$ cat src/biquad_cascade_equalizer_macros.svh
// assertion macros used by the equalizer sequencer
`ifndef BIQUAD_CASCADE_EQUALIZER_MACROS_SVH
`define BIQUAD_CASCADE_EQUALIZER_MACROS_SVH

// same-cycle implication, disabled during reset
`define BQEQ_ASSERT_SAME(label, ante, cons, msg) \
  label: assert property (@(posedge clk) disable iff (rst) (ante) |-> (cons)) \
    else $error(msg);

// next-cycle implication, disabled during reset
`define BQEQ_ASSERT_NEXT(label, ante, cons, msg) \
  label: assert property (@(posedge clk) disable iff (rst) (ante) |=> (cons)) \
    else $error(msg);

`endif

$ cat src/bqeq_pkg.sv
// shared types, constants and the config and command structs of the biquad cascade equalizer
package bqeq_pkg;

  localparam int DEFAULT_NUM_SECTIONS = 8;
  localparam int SEC_MAX_W            = 5;

  localparam int SAMPLE_W   = 24;
  localparam int COEF_W     = 26;
  localparam int DATA_W     = 32;
  localparam int PROD_W     = 58;
  localparam int ACC_W      = 60;
  localparam int GAIN_W     = 24;
  localparam int GPROD_W    = 57;
  localparam int WIDE_W     = 37;
  localparam int CFG_IDX_W  = 3;
  localparam int CFG_DATA_W = 24;
  localparam int COEF_SEC_W = 3;
  localparam int COEF_SEL_W = 3;
  localparam int TAP_W      = 3;
  localparam int ACT_W      = 4;
  localparam int ENABLE_W   = 8;

  localparam int TAPS         = 5;
  localparam int HIST_PER_SEC = 8;
  localparam int HIST_PER_CH  = 4;

  localparam logic [CFG_IDX_W-1:0] REG_ACTIVE_SECTIONS = 3'd0;
  localparam logic [CFG_IDX_W-1:0] REG_SECTION_ENABLE  = 3'd1;
  localparam logic [CFG_IDX_W-1:0] REG_SKIP_FIRST      = 3'd2;
  localparam logic [CFG_IDX_W-1:0] REG_STEREO_MODE     = 3'd3;
  localparam logic [CFG_IDX_W-1:0] REG_OUT_GAIN        = 3'd4;

  localparam logic FUNC_SAMPLE = 1'b0;
  localparam logic FUNC_COEF   = 1'b1;

  localparam logic [TAP_W-1:0] TAP_B0 = 3'd0;
  localparam logic [TAP_W-1:0] TAP_A1 = 3'd3;
  localparam logic [TAP_W-1:0] TAP_A2 = 3'd4;

  localparam logic              STEREO_RESET = 1'b1;
  localparam logic [GAIN_W-1:0] GAIN_RESET   = 24'd1048576;

  typedef enum logic [1:0] {
    HSLOT_X1 = 2'd0,
    HSLOT_X2 = 2'd1,
    HSLOT_Y1 = 2'd2,
    HSLOT_Y2 = 2'd3
  } hist_slot_t;

  typedef struct packed {
    logic [ACT_W-1:0]    active_sections;
    logic [ENABLE_W-1:0] section_enable;
    logic                skip_first_section;
    logic                stereo_mode;
    logic [GAIN_W-1:0]   out_gain;
  } cfg_t;

  typedef struct packed {
    logic                 capture;
    logic                 coef_wr;
    logic                 mac_issue;
    logic [TAP_W-1:0]     tap;
    logic [SEC_MAX_W-1:0] sec;
    logic                 ch;
    logic                 hist_wr;
    hist_slot_t           hist_slot;
    logic                 gain_mul;
    logic                 gain_rnd;
    logic                 mono_sat;
    logic                 publish;
  } cmd_t;

endpackage

$ cat src/bqeq_regs.sv
// configuration register bank of the equalizer
module bqeq_regs (
  input  logic                                clk,
  input  logic                                rst,
  input  logic                                cfg_valid,
  output logic                                cfg_ready,
  input  logic [bqeq_pkg::CFG_IDX_W-1:0]      cfg_index,
  input  logic [bqeq_pkg::CFG_DATA_W-1:0]     cfg_data,
  output bqeq_pkg::cfg_t                      cfg
);

  assign cfg_ready = 1'b1;

  always_ff @(posedge clk) begin
    if (rst) begin
      cfg.active_sections    <= '0;
      cfg.section_enable     <= '0;
      cfg.skip_first_section <= 1'b0;
      cfg.stereo_mode        <= bqeq_pkg::STEREO_RESET;
      cfg.out_gain           <= bqeq_pkg::GAIN_RESET;
    end else if (cfg_valid) begin
      // indexes past the list are dropped
      unique case (cfg_index)
        bqeq_pkg::REG_ACTIVE_SECTIONS:
          cfg.active_sections <= cfg_data[bqeq_pkg::ACT_W-1:0];
        bqeq_pkg::REG_SECTION_ENABLE:
          cfg.section_enable <= cfg_data[bqeq_pkg::ENABLE_W-1:0];
        bqeq_pkg::REG_SKIP_FIRST:
          cfg.skip_first_section <= cfg_data[0];
        bqeq_pkg::REG_STEREO_MODE:
          cfg.stereo_mode <= cfg_data[0];
        bqeq_pkg::REG_OUT_GAIN:
          cfg.out_gain <= cfg_data[bqeq_pkg::GAIN_W-1:0];
        default: ;
      endcase
    end
  end

endmodule

$ cat config.mk
export PLATFORM = sky130hd
export DESIGN_NAME = bqeq_regs
export DESIGN_NICKNAME = d
export VERILOG_FILES = /design/src/biquad_cascade_equalizer_macros.svh /design/src/bqeq_pkg.sv /design/src/bqeq_regs.sv
export SDC_FILE = /design/constraint.sdc
export NUM_CORES = 1
export LEC_CHECK = 0
export BUFFER_PORTS_ARGS = -buffer_cell sky130_fd_sc_hd__buf_2
export CORE_AREA = 2 2 72 74
export CTS_CLUSTER_SIZE = 28
export DETAILED_ROUTE_END_ITERATION = 16
export DIE_AREA = 0 0 74 76
export GPL_TIMING_DRIVEN = 1
export PLACE_DENSITY = 0.72
export SLEW_MARGIN = 40
export SYNTH_ARGS = -nofsm -noshare
export SYNTH_HDL_FRONTEND = slang
export SYNTH_SLANG_ARGS = --single-unit
$ cat constraint.sdc
create_clock -name clk -period 1.6 [get_ports clk]
set_clock_uncertainty 0.1 [all_clocks]
set_input_delay 0.16 -clock clk [delete_from_list [all_inputs] [get_ports clk]]
set_output_delay 0.16 -clock clk [all_outputs]
set_load 0.05 [all_outputs]
==> results.json <==
{
  "clk_latency_ns": 0.28,
  "internal_power_mw": 1.522,
  "post_drt_wl_per_cell_um": 10.47,
  "cts_setup_buffers": 0,
  "die_y_um": 76,
  "fin_util": 0.4401,
  "synth_seq_cells": 38,
  "largest_reg_flops": 38,
  "top_register": "cfg",
  "start_kind": "flop",
  "synth_commonest_cells": "59 x nand2b_1, 38 x dfxtp_1, 38 x mux2i_1",
  "slew_violations": 0,
  "cts_resized": 0,
  "crit_cells": 1,
  "cts_hold_buffers": 0,
  "yosysTopAreaCell": "dfxtp_1",
  "cts_buffer_depth": 2,
  "htreeDepth": 2,
  "io_pins": 69,
  "first_pass_iters": 4,
  "r2r_slack_ns": 0.89,
  "worst-path-buf-inv": 1,
  "cp_cell_sequence": "buf_2",
  "endpoint_kind": "output pin",
  "ant_nets": 0,
  "synthCells": 158,
  "hold_violations": 0,
  "clock-sinks": 38,
  "p_comb_frac": 0.121,
  "fin_tns_setup_ns": 0,
  "power_mw": 2.004,
  "crit_family": "flip-flops",
  "drive_gt1_frac": 0.3616,
  "dieArea_um2": 5624,
  "area_growth_pct": 30.41,
  "clkPwrFrac": 0.392,
  "r2r_end": "cfg[4]",
  "setup.worst_path.end": "cfg[4]",
  "yosys_warnings": 0,
  "fillers": 492,
  "grt_usage": 0.1182,
  "p_per_area_nw_per_um2": 927.0,
  "antenna_cells": 0,
  "postSynth.asyncResetShare": 0,
  "num_vias": 1249,
  "die_x_um": 74,
  "cts_buffers": 5,
  "rows": 26,
  "worstPathRequired_ns": 1.34,
  "ir_drop_mv": 0.3941,
  "grt_pass1_wl_mm": 5.271,
  "cpPeakStageDelay_ns": 0.35,
  "viasPerCell": 4.248,
  "hpwl_mm": 2.193,
  "postSynthAreaPerCell_um2": 10.49,
  "status": "finished, final reports clean",
  "clk_pin_slew_ns": 0.07,
  "synth_seq_area_share": 0.4589,
  "synthDistinctLibCells": 14,
  "yosysMostFrequentCell": "nand2b_1",
  "drc_errors": 0,
  "hold_class": "in2reg",
  "startpoint": "cfg[4]",
  "fin_crit_sh": 0.7267,
  "p_sw_mw": 0.4825,
  "cts-root-buf": "clkbuf_8",
  "ys.flop_type": "dfxtp_1",
  "total_leakage_power_nw": 1.016,
  "gp_congestion": 0.7037,
  "fmax_mhz": 860.0,
  "timing.final.crit_period_ns": 1.163,
  "grt_pass1_vias": 1190,
  "setup_viol": 0,
  "initial_core_util": 0.3375,
  "holdWs_ns": 0.02875,
  "cts_tree": "built",
  "power_switching_share": 0.2408,
  "antenna_found_initial": 0,
  "worstRegToRegCells": 2,
  "synthTopCellsByArea": "dfxtp_1 46%, mux2i_1 23%, nand2b_1 22%",
  "port_buffers": 67,
  "crit_path_top_delay_cell": "dfxtp_1",
  "seqPwrFrac": 0.487,
  "drt_iter0_markers": 44,
  "wl_mm": 3.078,
  "overflow": 0,
  "rsz0062_at_grt": "no",
  "maxCapViolCount": 0,
  "synth_nets": 188,
  "arrival_ns": 0.90,
  "grt_max_degree": 36,
  "syn_area_um2": 1658,
  "reg.largest.list": "cfg (38)",
  "crit_type": "reg2out",
  "synth_edf_count": 0,
  "fin_nets": 253,
  "cp_max_fo": 2,
  "core_area_um2": 4912,
  "r2r-start": "cfg[4]",
  "yosys.area.top_type_share": 0.4589
}
-- layout by cell type, fill, tap and decap left out --
cell | synthesis | final
and4bb_1 | 1 | 1
and4bb_2 | 1 | 1
buf_12 | 0 | 1
buf_2 | 2 | 67
buf_4 | 3 | 3
bufinv_16 | 0 | 1
clkbuf_8 | 0 | 5
clkinv_2 | 0 | 2
conb_1 | 1 | 1
dfxtp_1 | 38 | 38
mux2i_1 | 38 | 38
nand2b_1 | 59 | 59
nand4b_1 | 1 | 1
nand4bb_1 | 1 | 1
nor2_1 | 4 | 4
or4b_4 | 1 | 1
-- area by class of cell --
class | count | area [µm²] | share of cell area
Multi-Input combinational cell | 107 | 827.0 | 0.3825
Tap cell | 70 | 87.58 | 0.04051
Clock inverter | 3 | 40.04 | 0.01852
Timing Repair Buffer | 71 | 377.9 | 0.1748
Clock buffer | 5 | 68.82 | 0.03183
Sequential cell | 38 | 760.7 | 0.3519
-- power by group through the flow --
| stage | Combinational (mW) | Sequential, mW | Clock [mW] |
|---|---|---|---|
| finish | 0.243 | 0.976 | 0.785 |
| global route | 0.263 | 0.978 | 0.869 |
| CTS | 0.246 | 0.976 | 0.820 |
| detailed placement | 0.246 | 0.998 | 0 |
| global placement | 0.243 | 0.998 | 0 |
| floorplan | 0.101 | 1.07 | 0 |
-- worst min-delay path by stage --
stage,from,end,slack [ns],cells past startpoint
floorplan,cfg_data[10],cfg[10],0.22,2
global placement,cfg_data[20],cfg[20],0.32,3
detailed placement,cfg_data[15],cfg[15],0.33,3
CTS,cfg_data[10],cfg[10],0.02,3
global route,cfg_data[16],cfg[16],0.02,3
finish,cfg_data[10],cfg[10],0.03,3
-- kinds of logic (layout without fill, tap and decap cells) --
| logic type | Yosys count | in the layout | synth area share |
|---|---|---|---|
| other | 1 | 1 | 0.002262 |
| and+or+nand+nor | 68 | 68 | 0.2672 |
| muxes | 38 | 38 | 0.2294 |
| buffers and inverters | 13 | 79 | 0.04227 |
| DFF | 38 | 38 | 0.4589 |
-- metal layers --
| metal | GRT usage | vias up | part of all wire | wire length [µm] |
|---|---|---|---|---|
| li1 | - | 641 | - | - |
| met2 | 0.1875 | 40 | 0.45 | 1400 |
| met3 | 0.04497 | 7 | 0.062 | 190 |
| met5 | 0 | - | 0 | 0 |
| met4 | 0.03818 | 0 | 0.014 | 44 |
| met1 | 0.1459 | 561 | 0.47 | 1443 |
-- stage by stage --
| step | cells | area, µm² | setup WS [ns] |
|---|---|---|---|
| floorplan | 158 | 1658 | 0.4657 |
| global placement | 286 | 2053 | 0.3763 |
| detailed placement | 286 | 2053 | 0.3594 |
| CTS | 294 | 2162 | 0.4147 |
| global route | 294 | 2162 | 0.3789 |
| finish | 294 | 2162 | 0.4373 |
No activity file was read; power rests on OpenSTA's default activity.
