**src/biquad_cascade_equalizer_macros.svh**
```systemverilog
// assertion macros used by the equalizer sequencer
`ifndef BIQUAD_CASCADE_EQUALIZER_MACROS_SVH
`define BIQUAD_CASCADE_EQUALIZER_MACROS_SVH

// same-cycle implication, disabled during reset
`define BQEQ_ASSERT_SAME(label, ante, cons, msg) \
  label: assert property (@(posedge clk) disable iff (rst) (ante) |-> (cons)) \
    else $error(msg);

// next-cycle implication, disabled during reset
`define BQEQ_ASSERT_NEXT(label, ante, cons, msg) \
  label: assert property (@(posedge clk) disable iff (rst) (ante) |=> (cons)) \
    else $error(msg);

`endif

```
**src/bqeq_pkg.sv**
```systemverilog
// shared types, constants and the config and command structs of the biquad cascade equalizer
package bqeq_pkg;

  localparam int DEFAULT_NUM_SECTIONS = 8;
  localparam int SEC_MAX_W            = 5;

  localparam int SAMPLE_W   = 24;
  localparam int COEF_W     = 26;
  localparam int DATA_W     = 32;
  localparam int PROD_W     = 58;
  localparam int ACC_W      = 60;
  localparam int GAIN_W     = 24;
  localparam int GPROD_W    = 57;
  localparam int WIDE_W     = 37;
  localparam int CFG_IDX_W  = 3;
  localparam int CFG_DATA_W = 24;
  localparam int COEF_SEC_W = 3;
  localparam int COEF_SEL_W = 3;
  localparam int TAP_W      = 3;
  localparam int ACT_W      = 4;
  localparam int ENABLE_W   = 8;

  localparam int TAPS         = 5;
  localparam int HIST_PER_SEC = 8;
  localparam int HIST_PER_CH  = 4;

  localparam logic [CFG_IDX_W-1:0] REG_ACTIVE_SECTIONS = 3'd0;
  localparam logic [CFG_IDX_W-1:0] REG_SECTION_ENABLE  = 3'd1;
  localparam logic [CFG_IDX_W-1:0] REG_SKIP_FIRST      = 3'd2;
  localparam logic [CFG_IDX_W-1:0] REG_STEREO_MODE     = 3'd3;
  localparam logic [CFG_IDX_W-1:0] REG_OUT_GAIN        = 3'd4;

  localparam logic FUNC_SAMPLE = 1'b0;
  localparam logic FUNC_COEF   = 1'b1;

  localparam logic [TAP_W-1:0] TAP_B0 = 3'd0;
  localparam logic [TAP_W-1:0] TAP_A1 = 3'd3;
  localparam logic [TAP_W-1:0] TAP_A2 = 3'd4;

  localparam logic              STEREO_RESET = 1'b1;
  localparam logic [GAIN_W-1:0] GAIN_RESET   = 24'd1048576;

  typedef enum logic [1:0] {
    HSLOT_X1 = 2'd0,
    HSLOT_X2 = 2'd1,
    HSLOT_Y1 = 2'd2,
    HSLOT_Y2 = 2'd3
  } hist_slot_t;

  typedef struct packed {
    logic [ACT_W-1:0]    active_sections;
    logic [ENABLE_W-1:0] section_enable;
    logic                skip_first_section;
    logic                stereo_mode;
    logic [GAIN_W-1:0]   out_gain;
  } cfg_t;

  typedef struct packed {
    logic                 capture;
    logic                 coef_wr;
    logic                 mac_issue;
    logic [TAP_W-1:0]     tap;
    logic [SEC_MAX_W-1:0] sec;
    logic                 ch;
    logic                 hist_wr;
    hist_slot_t           hist_slot;
    logic                 gain_mul;
    logic                 gain_rnd;
    logic                 mono_sat;
    logic                 publish;
  } cmd_t;

endpackage

```
**src/bqeq_ctrl.sv**
```systemverilog
// sequencer: walks sections and channels and drives the datapath commands
`include "biquad_cascade_equalizer_macros.svh"

module bqeq_ctrl #(
  parameter int NUM_SECTIONS = bqeq_pkg::DEFAULT_NUM_SECTIONS
) (
  input  logic           clk,
  input  logic           rst,
  input  logic           in_valid,
  output logic           in_ready,
  input  logic           func,
  output logic           out_valid,
  input  logic           out_ready,
  input  bqeq_pkg::cfg_t cfg,
  output bqeq_pkg::cmd_t cmd
);

  localparam int SEC_CNT_W = $clog2(NUM_SECTIONS + 1);
  localparam int SEC_W     = (NUM_SECTIONS > 1) ? $clog2(NUM_SECTIONS) : 1;
  localparam int CMP_W     = (SEC_CNT_W > bqeq_pkg::ACT_W) ? SEC_CNT_W : bqeq_pkg::ACT_W;

  localparam logic [2:0] STEP_WR_X2 = 3'd2;
  localparam logic [2:0] STEP_WR_X1 = 3'd3;
  localparam logic [2:0] STEP_WR_Y2 = 3'd4;
  localparam logic [2:0] STEP_LAST  = 3'd7;

  typedef enum logic [2:0] {
    ST_IDLE,
    ST_COEF,
    ST_SCAN,
    ST_PASS,
    ST_GMUL,
    ST_GRND,
    ST_MSAT,
    ST_PUB
  } state_t;

  state_t               state;
  logic [SEC_CNT_W-1:0] i_cnt;
  logic [2:0]           step;
  logic                 ch;

  logic                    in_fire;
  logic                    out_free;
  logic [CMP_W-1:0]        act_ext;
  logic [SEC_CNT_W-1:0]    n_eff;
  logic [NUM_SECTIONS-1:0] en_vec;
  logic                    sec_on;
  logic                    pass_done;

  assign in_ready = (state == ST_IDLE);
  assign in_fire  = in_valid && in_ready;
  assign out_free = !out_valid || out_ready;

  // sections walked, clamped to the cascade length
  always_comb begin
    act_ext = CMP_W'(cfg.active_sections);
    if (act_ext > CMP_W'(NUM_SECTIONS)) begin
      n_eff = SEC_CNT_W'(NUM_SECTIONS);
    end else begin
      n_eff = SEC_CNT_W'(act_ext);
    end
  end

  // filtering sections: enable bit present and set, first one maybe forced off
  always_comb begin
    for (int j = 0; j < NUM_SECTIONS; j++) begin
      en_vec[j] = (j < bqeq_pkg::ENABLE_W) ? cfg.section_enable[j % bqeq_pkg::ENABLE_W] : 1'b0;
    end
    en_vec[0] = en_vec[0] && !cfg.skip_first_section;
  end

  assign sec_on    = en_vec[i_cnt[SEC_W-1:0]];
  assign pass_done = (step == STEP_LAST) && !(!ch && cfg.stereo_mode);

  always_ff @(posedge clk) begin
    if (rst) begin
      state     <= ST_IDLE;
      i_cnt     <= '0;
      step      <= '0;
      ch        <= 1'b0;
      out_valid <= 1'b0;
    end else begin
      if (cmd.publish) begin
        out_valid <= 1'b1;
      end else if (out_ready) begin
        out_valid <= 1'b0;
      end
      unique case (state)
        ST_IDLE: begin
          if (in_fire) begin
            state <= (func == bqeq_pkg::FUNC_COEF) ? ST_COEF : ST_SCAN;
            i_cnt <= '0;
            step  <= '0;
            ch    <= 1'b0;
          end
        end
        ST_COEF: begin
          state <= ST_IDLE;
        end
        ST_SCAN: begin
          if (i_cnt >= n_eff) begin
            state <= cfg.stereo_mode ? ST_GMUL : ST_MSAT;
            ch    <= 1'b0;
          end else if (sec_on) begin
            state <= ST_PASS;
            step  <= '0;
            ch    <= 1'b0;
          end else begin
            i_cnt <= i_cnt + 1'b1;
          end
        end
        ST_PASS: begin
          step <= step + 1'b1;
          if (step == STEP_LAST) begin
            if (pass_done) begin
              state <= ST_SCAN;
              ch    <= 1'b0;
              i_cnt <= i_cnt + 1'b1;
            end else begin
              ch <= 1'b1;
            end
          end
        end
        ST_GMUL: begin
          state <= ST_GRND;
        end
        ST_GRND: begin
          if (ch) begin
            state <= ST_PUB;
          end else begin
            state <= ST_GMUL;
            ch    <= 1'b1;
          end
        end
        ST_MSAT: begin
          state <= ST_PUB;
        end
        ST_PUB: begin
          if (out_free) begin
            state <= ST_IDLE;
          end
        end
        default: state <= ST_IDLE;
      endcase
    end
  end

  // command decode from the current state
  always_comb begin
    cmd           = '0;
    cmd.capture   = in_fire;
    cmd.sec       = bqeq_pkg::SEC_MAX_W'(i_cnt);
    cmd.ch        = ch;
    cmd.tap       = step;
    cmd.hist_slot = bqeq_pkg::HSLOT_X1;
    unique case (state)
      ST_COEF: cmd.coef_wr = 1'b1;
      ST_PASS: begin
        cmd.mac_issue = (step <= bqeq_pkg::TAP_A2);
        priority if (step == STEP_WR_X2) begin
          cmd.hist_wr   = 1'b1;
          cmd.hist_slot = bqeq_pkg::HSLOT_X2;
        end else if (step == STEP_WR_X1) begin
          cmd.hist_wr   = 1'b1;
          cmd.hist_slot = bqeq_pkg::HSLOT_X1;
        end else if (step == STEP_WR_Y2) begin
          cmd.hist_wr   = 1'b1;
          cmd.hist_slot = bqeq_pkg::HSLOT_Y2;
        end else if (step == STEP_LAST) begin
          cmd.hist_wr   = 1'b1;
          cmd.hist_slot = bqeq_pkg::HSLOT_Y1;
        end else begin
          cmd.hist_wr = 1'b0;
        end
      end
      ST_GMUL: cmd.gain_mul = 1'b1;
      ST_GRND: cmd.gain_rnd = 1'b1;
      ST_MSAT: cmd.mono_sat = 1'b1;
      ST_PUB:  cmd.publish  = out_free;
      default: ;
    endcase
  end

  `BQEQ_ASSERT_SAME(a_no_overwrite, cmd.publish, out_free, "result overwritten before taken")
  `BQEQ_ASSERT_NEXT(a_result_held, (state == ST_PUB) && out_valid && !out_ready,
                    (state == ST_PUB) && out_valid, "pending result lost")
  `BQEQ_ASSERT_NEXT(a_pass_advance, (state == ST_PASS) && pass_done,
                    (state == ST_SCAN) && (i_cnt == SEC_CNT_W'($past(i_cnt) + 1'b1)),
                    "section walk did not advance after pass")

endmodule

```
**config.mk**
```make
export PLATFORM = sky130hd
export DESIGN_NAME = bqeq_ctrl
export DESIGN_NICKNAME = d
export VERILOG_FILES = /design/src/bqeq_pkg.sv /design/src/bqeq_ctrl.sv
export VERILOG_INCLUDE_DIRS = /design/src /design/src/src
export SDC_FILE = /design/constraint.sdc
export NUM_CORES = 1
export LEC_CHECK = 0
export BUFFER_PORTS_ARGS = -buffer_cell sky130_fd_sc_hd__buf_4
export CORE_ASPECT_RATIO = 1.25
export CORE_MARGIN = 2
export CORE_UTILIZATION = 46
export DETAILED_ROUTE_END_ITERATION = 12
export PLACE_DENSITY_LB_ADDON = 0.08
export SLEW_MARGIN = 20
export SYNTH_ARGS = -nofsm -noshare
export SYNTH_HDL_FRONTEND = slang
export SYNTH_SLANG_ARGS = --single-unit
export TNS_END_PERCENT = 50
```
**constraint.sdc**
```tcl
create_clock -name clk -period 5.4 [get_ports clk]
set_input_delay 0.27 -clock clk [delete_from_list [all_inputs] [get_ports clk]]
set_output_delay 0.27 -clock clk [all_outputs]
set_load 0.01 [all_outputs]
```
==> flow_metrics.env <==
export IMPL_run_status="complete, no violations"
export IMPL_timing_critical_path_max_delay_family="compound AO/OA/AOI/OAI gates"
export IMPL_worstSetupStartpointType="register"
export IMPL_groute_usage_overall_pct=20.0
export IMPL_initial_antenna_violation_count=0
export IMPL_fillers=227
export IMPL_sequentialPowerShare_pct=31.9
export IMPL_layoutNonFillerInstCount=212
export IMPL_clock_tree_from_tritoncts="yes"
export IMPL_netlist_top_cell_by_area="dfxtp_1"
export IMPL_cell_at_the_root_of_the_clock_tree="clkbuf_4"
export IMPL_place_gp_congestion=0.864
export IMPL_layout_utilization_pct=62.3
export IMPL_synth_top_cells_by_count="19 x a21oi_1, 14 x nand2_1, 13 x nor2_1, 12 x dfxtp_1, 12 x inv_1"
export IMPL_cts_sinks=12
export IMPL_timing_critical_path_to_type="register"
export IMPL_cp_startpoint="i_cnt[0]$_SDFFE_PP0P_"
export IMPL_worst_clock_skew_ns=0.00448
export IMPL_route_detailed_wl_per_inst_um=12.2
export IMPL_unrepaired_setup_endpoints_after_global_routing="no"
export IMPL_reg2reg_from="i_cnt[0]$_SDFFE_PP0P_"
export IMPL_die_w_um=47.1
export IMPL_power_share_switching_pct=44.5
export IMPL_hold_depth=2
export IMPL_grt_pass1_wl_um=4180
export IMPL_cp_max_fo=9
export IMPL_antennaDiodeCount=0
export IMPL_yosysWarnings=0
export IMPL_dp_final_hpwl_um=1970
export IMPL_p_per_area_mw_per_mm2=342
export IMPL_hold_path_startpoint="rst"
export IMPL_ff2ff_path_depth=8
export IMPL_worstPathCellList="inv_1 -> ha_1 -> nor2b_1 -> o21ai_1 -> a311oi_1 -> a21bo_1 -> or4_1 -> a21oi_1"
export IMPL_first_global_vias=1064
export IMPL_route_antenna_remaining_nets=0
export IMPL_detailedRoute_firstIterationViolations=21
export IMPL_final_layout_size_suffix_gt1_share_pct=24.9
export IMPL_p_int_mw=0.261
export IMPL_floorplan_rows=19
export IMPL_cts_inserted_buffers=3
export IMPL_yosysSeqAreaShare_pct=22.5
export IMPL_async_reset_ff_share_pct=0
export IMPL_cp_data_arrival_time_ns=2.67
export IMPL_synth_ff_type="dfxtp_1"
export IMPL_timing_slew_headroom_pct=60.7
export IMPL_area_sequential_um2=240
export IMPL_combined_area_of_the_multi_input_logic_cells_um2=732
export IMPL_achievable_freq_mhz=408
export IMPL_dp_cells=208
export IMPL_number_of_max_capacitance_violations_reported=0
export IMPL_cp_required_ns=5.62
export IMPL_buffer_ports_inserted=38
export IMPL_synth_top_area_share_pct=22.5
export IMPL_cp_num_buf_inv=1
export IMPL_setup_total_negative_slack_ns=0
export IMPL_grt_overflow_total=0
export IMPL_ios=64
export IMPL_synth_area_leaders="dfxtp_1 22%, ha_1 12%, a21oi_1 8.9%"
export IMPL_post_synth_num_cell_types=39
export IMPL_path_depth=8
export IMPL_postSynthRegisterBits=12
export IMPL_setup_worst_path_class="register to register"
export IMPL_power_leakage_nw=0.628
export IMPL_post_synth_instance_area_mm2=0.00107
export IMPL_die_area_mm2=0.00273
export IMPL_min_period_ns=2.45
export IMPL_switchingPower_mw=0.210
export IMPL_num_nets_final=235
export IMPL_finalSetupViolations=0
export IMPL_grt_start_max_net_pins=20
export IMPL_peakVddDrop_mv=0.242
export IMPL_clk_insertion_delay_late_ns=0.28
export IMPL_dr_total_vias=1152
export IMPL_synth_most_common_cell="a21oi_1"
export IMPL_post_synth_edffs=0
export IMPL_critical_path_slowest_cell="dfxtp_1"
export IMPL_max_slew_worst_pin_slew_ns=0.589
export IMPL_area_growth_synth_to_final_pct=28.9
export IMPL_crit_path_max_incr_delay_ns=0.50
export IMPL_cts_setup_buffers=0
export IMPL_min_delay_path_class="primary input to register"
export IMPL_cts_repair_resized=0
export IMPL_drt_drc_violations_left=0
export IMPL_dieHeight_um=57.9
export IMPL_htree_levels=1
export IMPL_initial_utilization_pct=48.3
export IMPL_synthesis_instances=149
export IMPL_post_synth_cell_area_avg_um2=7.17
export IMPL_share_comb_of_total_power_pct=52.5
export IMPL_drt_total_wl_um=2580
export IMPL_maxSlewViolCount=0
export IMPL_clockBufferDepth=2
export IMPL_number_of_search_and_repair_iterations_in_the_first_detailed_routing_pass=4
export IMPL_timing_hold_violations_final=0
export IMPL_path_clk_slew_ns=0.08
export IMPL_clock_power_share_pct=15.6
export IMPL_avgViaCountPerCell=5.43
export IMPL_floorplan_core_area_mm2=0.00221
export IMPL_min_period_over_period_pct=45.3
export IMPL_cts_hold_fix_buffers=0
export IMPL_synthesis_nets=202
==> worst register-to-register path: cells and delay by family (launching register included) <==
| kind | cells | cell delay, ns |
|---|---|---|
| buffers and inverters | 1 | 0.10 |
| DFF | 1 | 0.50 |
| AOI/OAI and AO/OA | 4 | 0.88 |
| and+or+nand+nor | 2 | 0.60 |
| adders and majority gates | 1 | 0.29 |
==> per-stage QoR <==
step	setup slack [ns]	hold slack [ns]	instance area (µm²)	total power, mW
after floorplan	3.16	0.349	1070	0.328
after global placement	2.97	0.508	1340	0.392
after detailed placement	2.96	0.525	1340	0.398
after CTS	2.94	0.248	1380	0.472
after global routing	2.73	0.269	1380	0.510
final	2.95	0.245	1380	0.471
==> per-layer routing <==
metal | share of wire (%) | wire length, µm | up-vias | global-route usage, %
met3 | 5.0 | 128 | 2 | 3.43
met5 | 0 | 0 | - | 0
li1 | - | - | 586 | -
met4 | 0.43 | 11 | 0 | 4.76
met2 | 50 | 1300 | 38 | 35.2
met1 | 44 | 1140 | 526 | 24.4
==> cell type report <==
cell class,count,share of cell area [%]
tap,31,2.82
clock buffer,4,2.63
multi-input combinational,115,53.1
inverter,12,3.27
sequential,12,17.4
timing repair buffer,38,20.7
==> registers in the layout, indices dropped and copies added, names as in the netlist <==
name / flops
i_cnt: 4
out_valid: 1
ch: 1
step: 3
state: 3
==> power by group through the flow <==
stage | Sequential, mW | Combinational [mW] | Clock [mW]
2_1_floorplan | 0.123 | 0.205 | 0
3_5_place_dp | 0.151 | 0.246 | 0
3_3_place_gp | 0.151 | 0.241 | 0
5_1_grt | 0.157 | 0.275 | 0.0783
4_1_cts | 0.149 | 0.249 | 0.0742
6_report | 0.150 | 0.247 | 0.0736
==> cells by family (layout without fill, tap and decap cells) <==
logic type	Yosys count	in the layout	share of synthesized area, %
AO/OA/AOI/OAI	43	43	25.6
buffers and inverters	22	54	9.02
XOR/XNOR	1	1	0.820
AND/OR/NAND/NOR	57	57	27.0
other	1	1	0.351
flip-flops	12	12	22.5
multiplexers	3	3	2.93
adder cells (fa/ha/maj)	10	10	11.7
==> worst paths after layout <==
kind | to | slack (ns)
worst min register to register | out_valid$_SDFFE_PP0P_ | 0.53
worst min-delay path | i_cnt[3]$_SDFFE_PP0P_ | 0.25
worst max-delay path | i_cnt[3]$_SDFFE_PP0P_ | 2.95
worst max register to register | i_cnt[3]$_SDFFE_PP0P_ | 2.95
==> cells in the final DEF (no fill, tap or decap), types with 3 or more instances in the layout <==
master,instances
nor2b_1,5
nor2_1,13
o21ai_1,4
dfxtp_1,12
nand2b_1,3
clkbuf_4,3
a21oi_1,19
and2_1,4
ha_1,10
nand2_1,14
a31oi_1,4
nor3_1,4
inv_1,12
buf_4,38
or4_1,3
No activity file was read; power rests on OpenSTA's default activity.
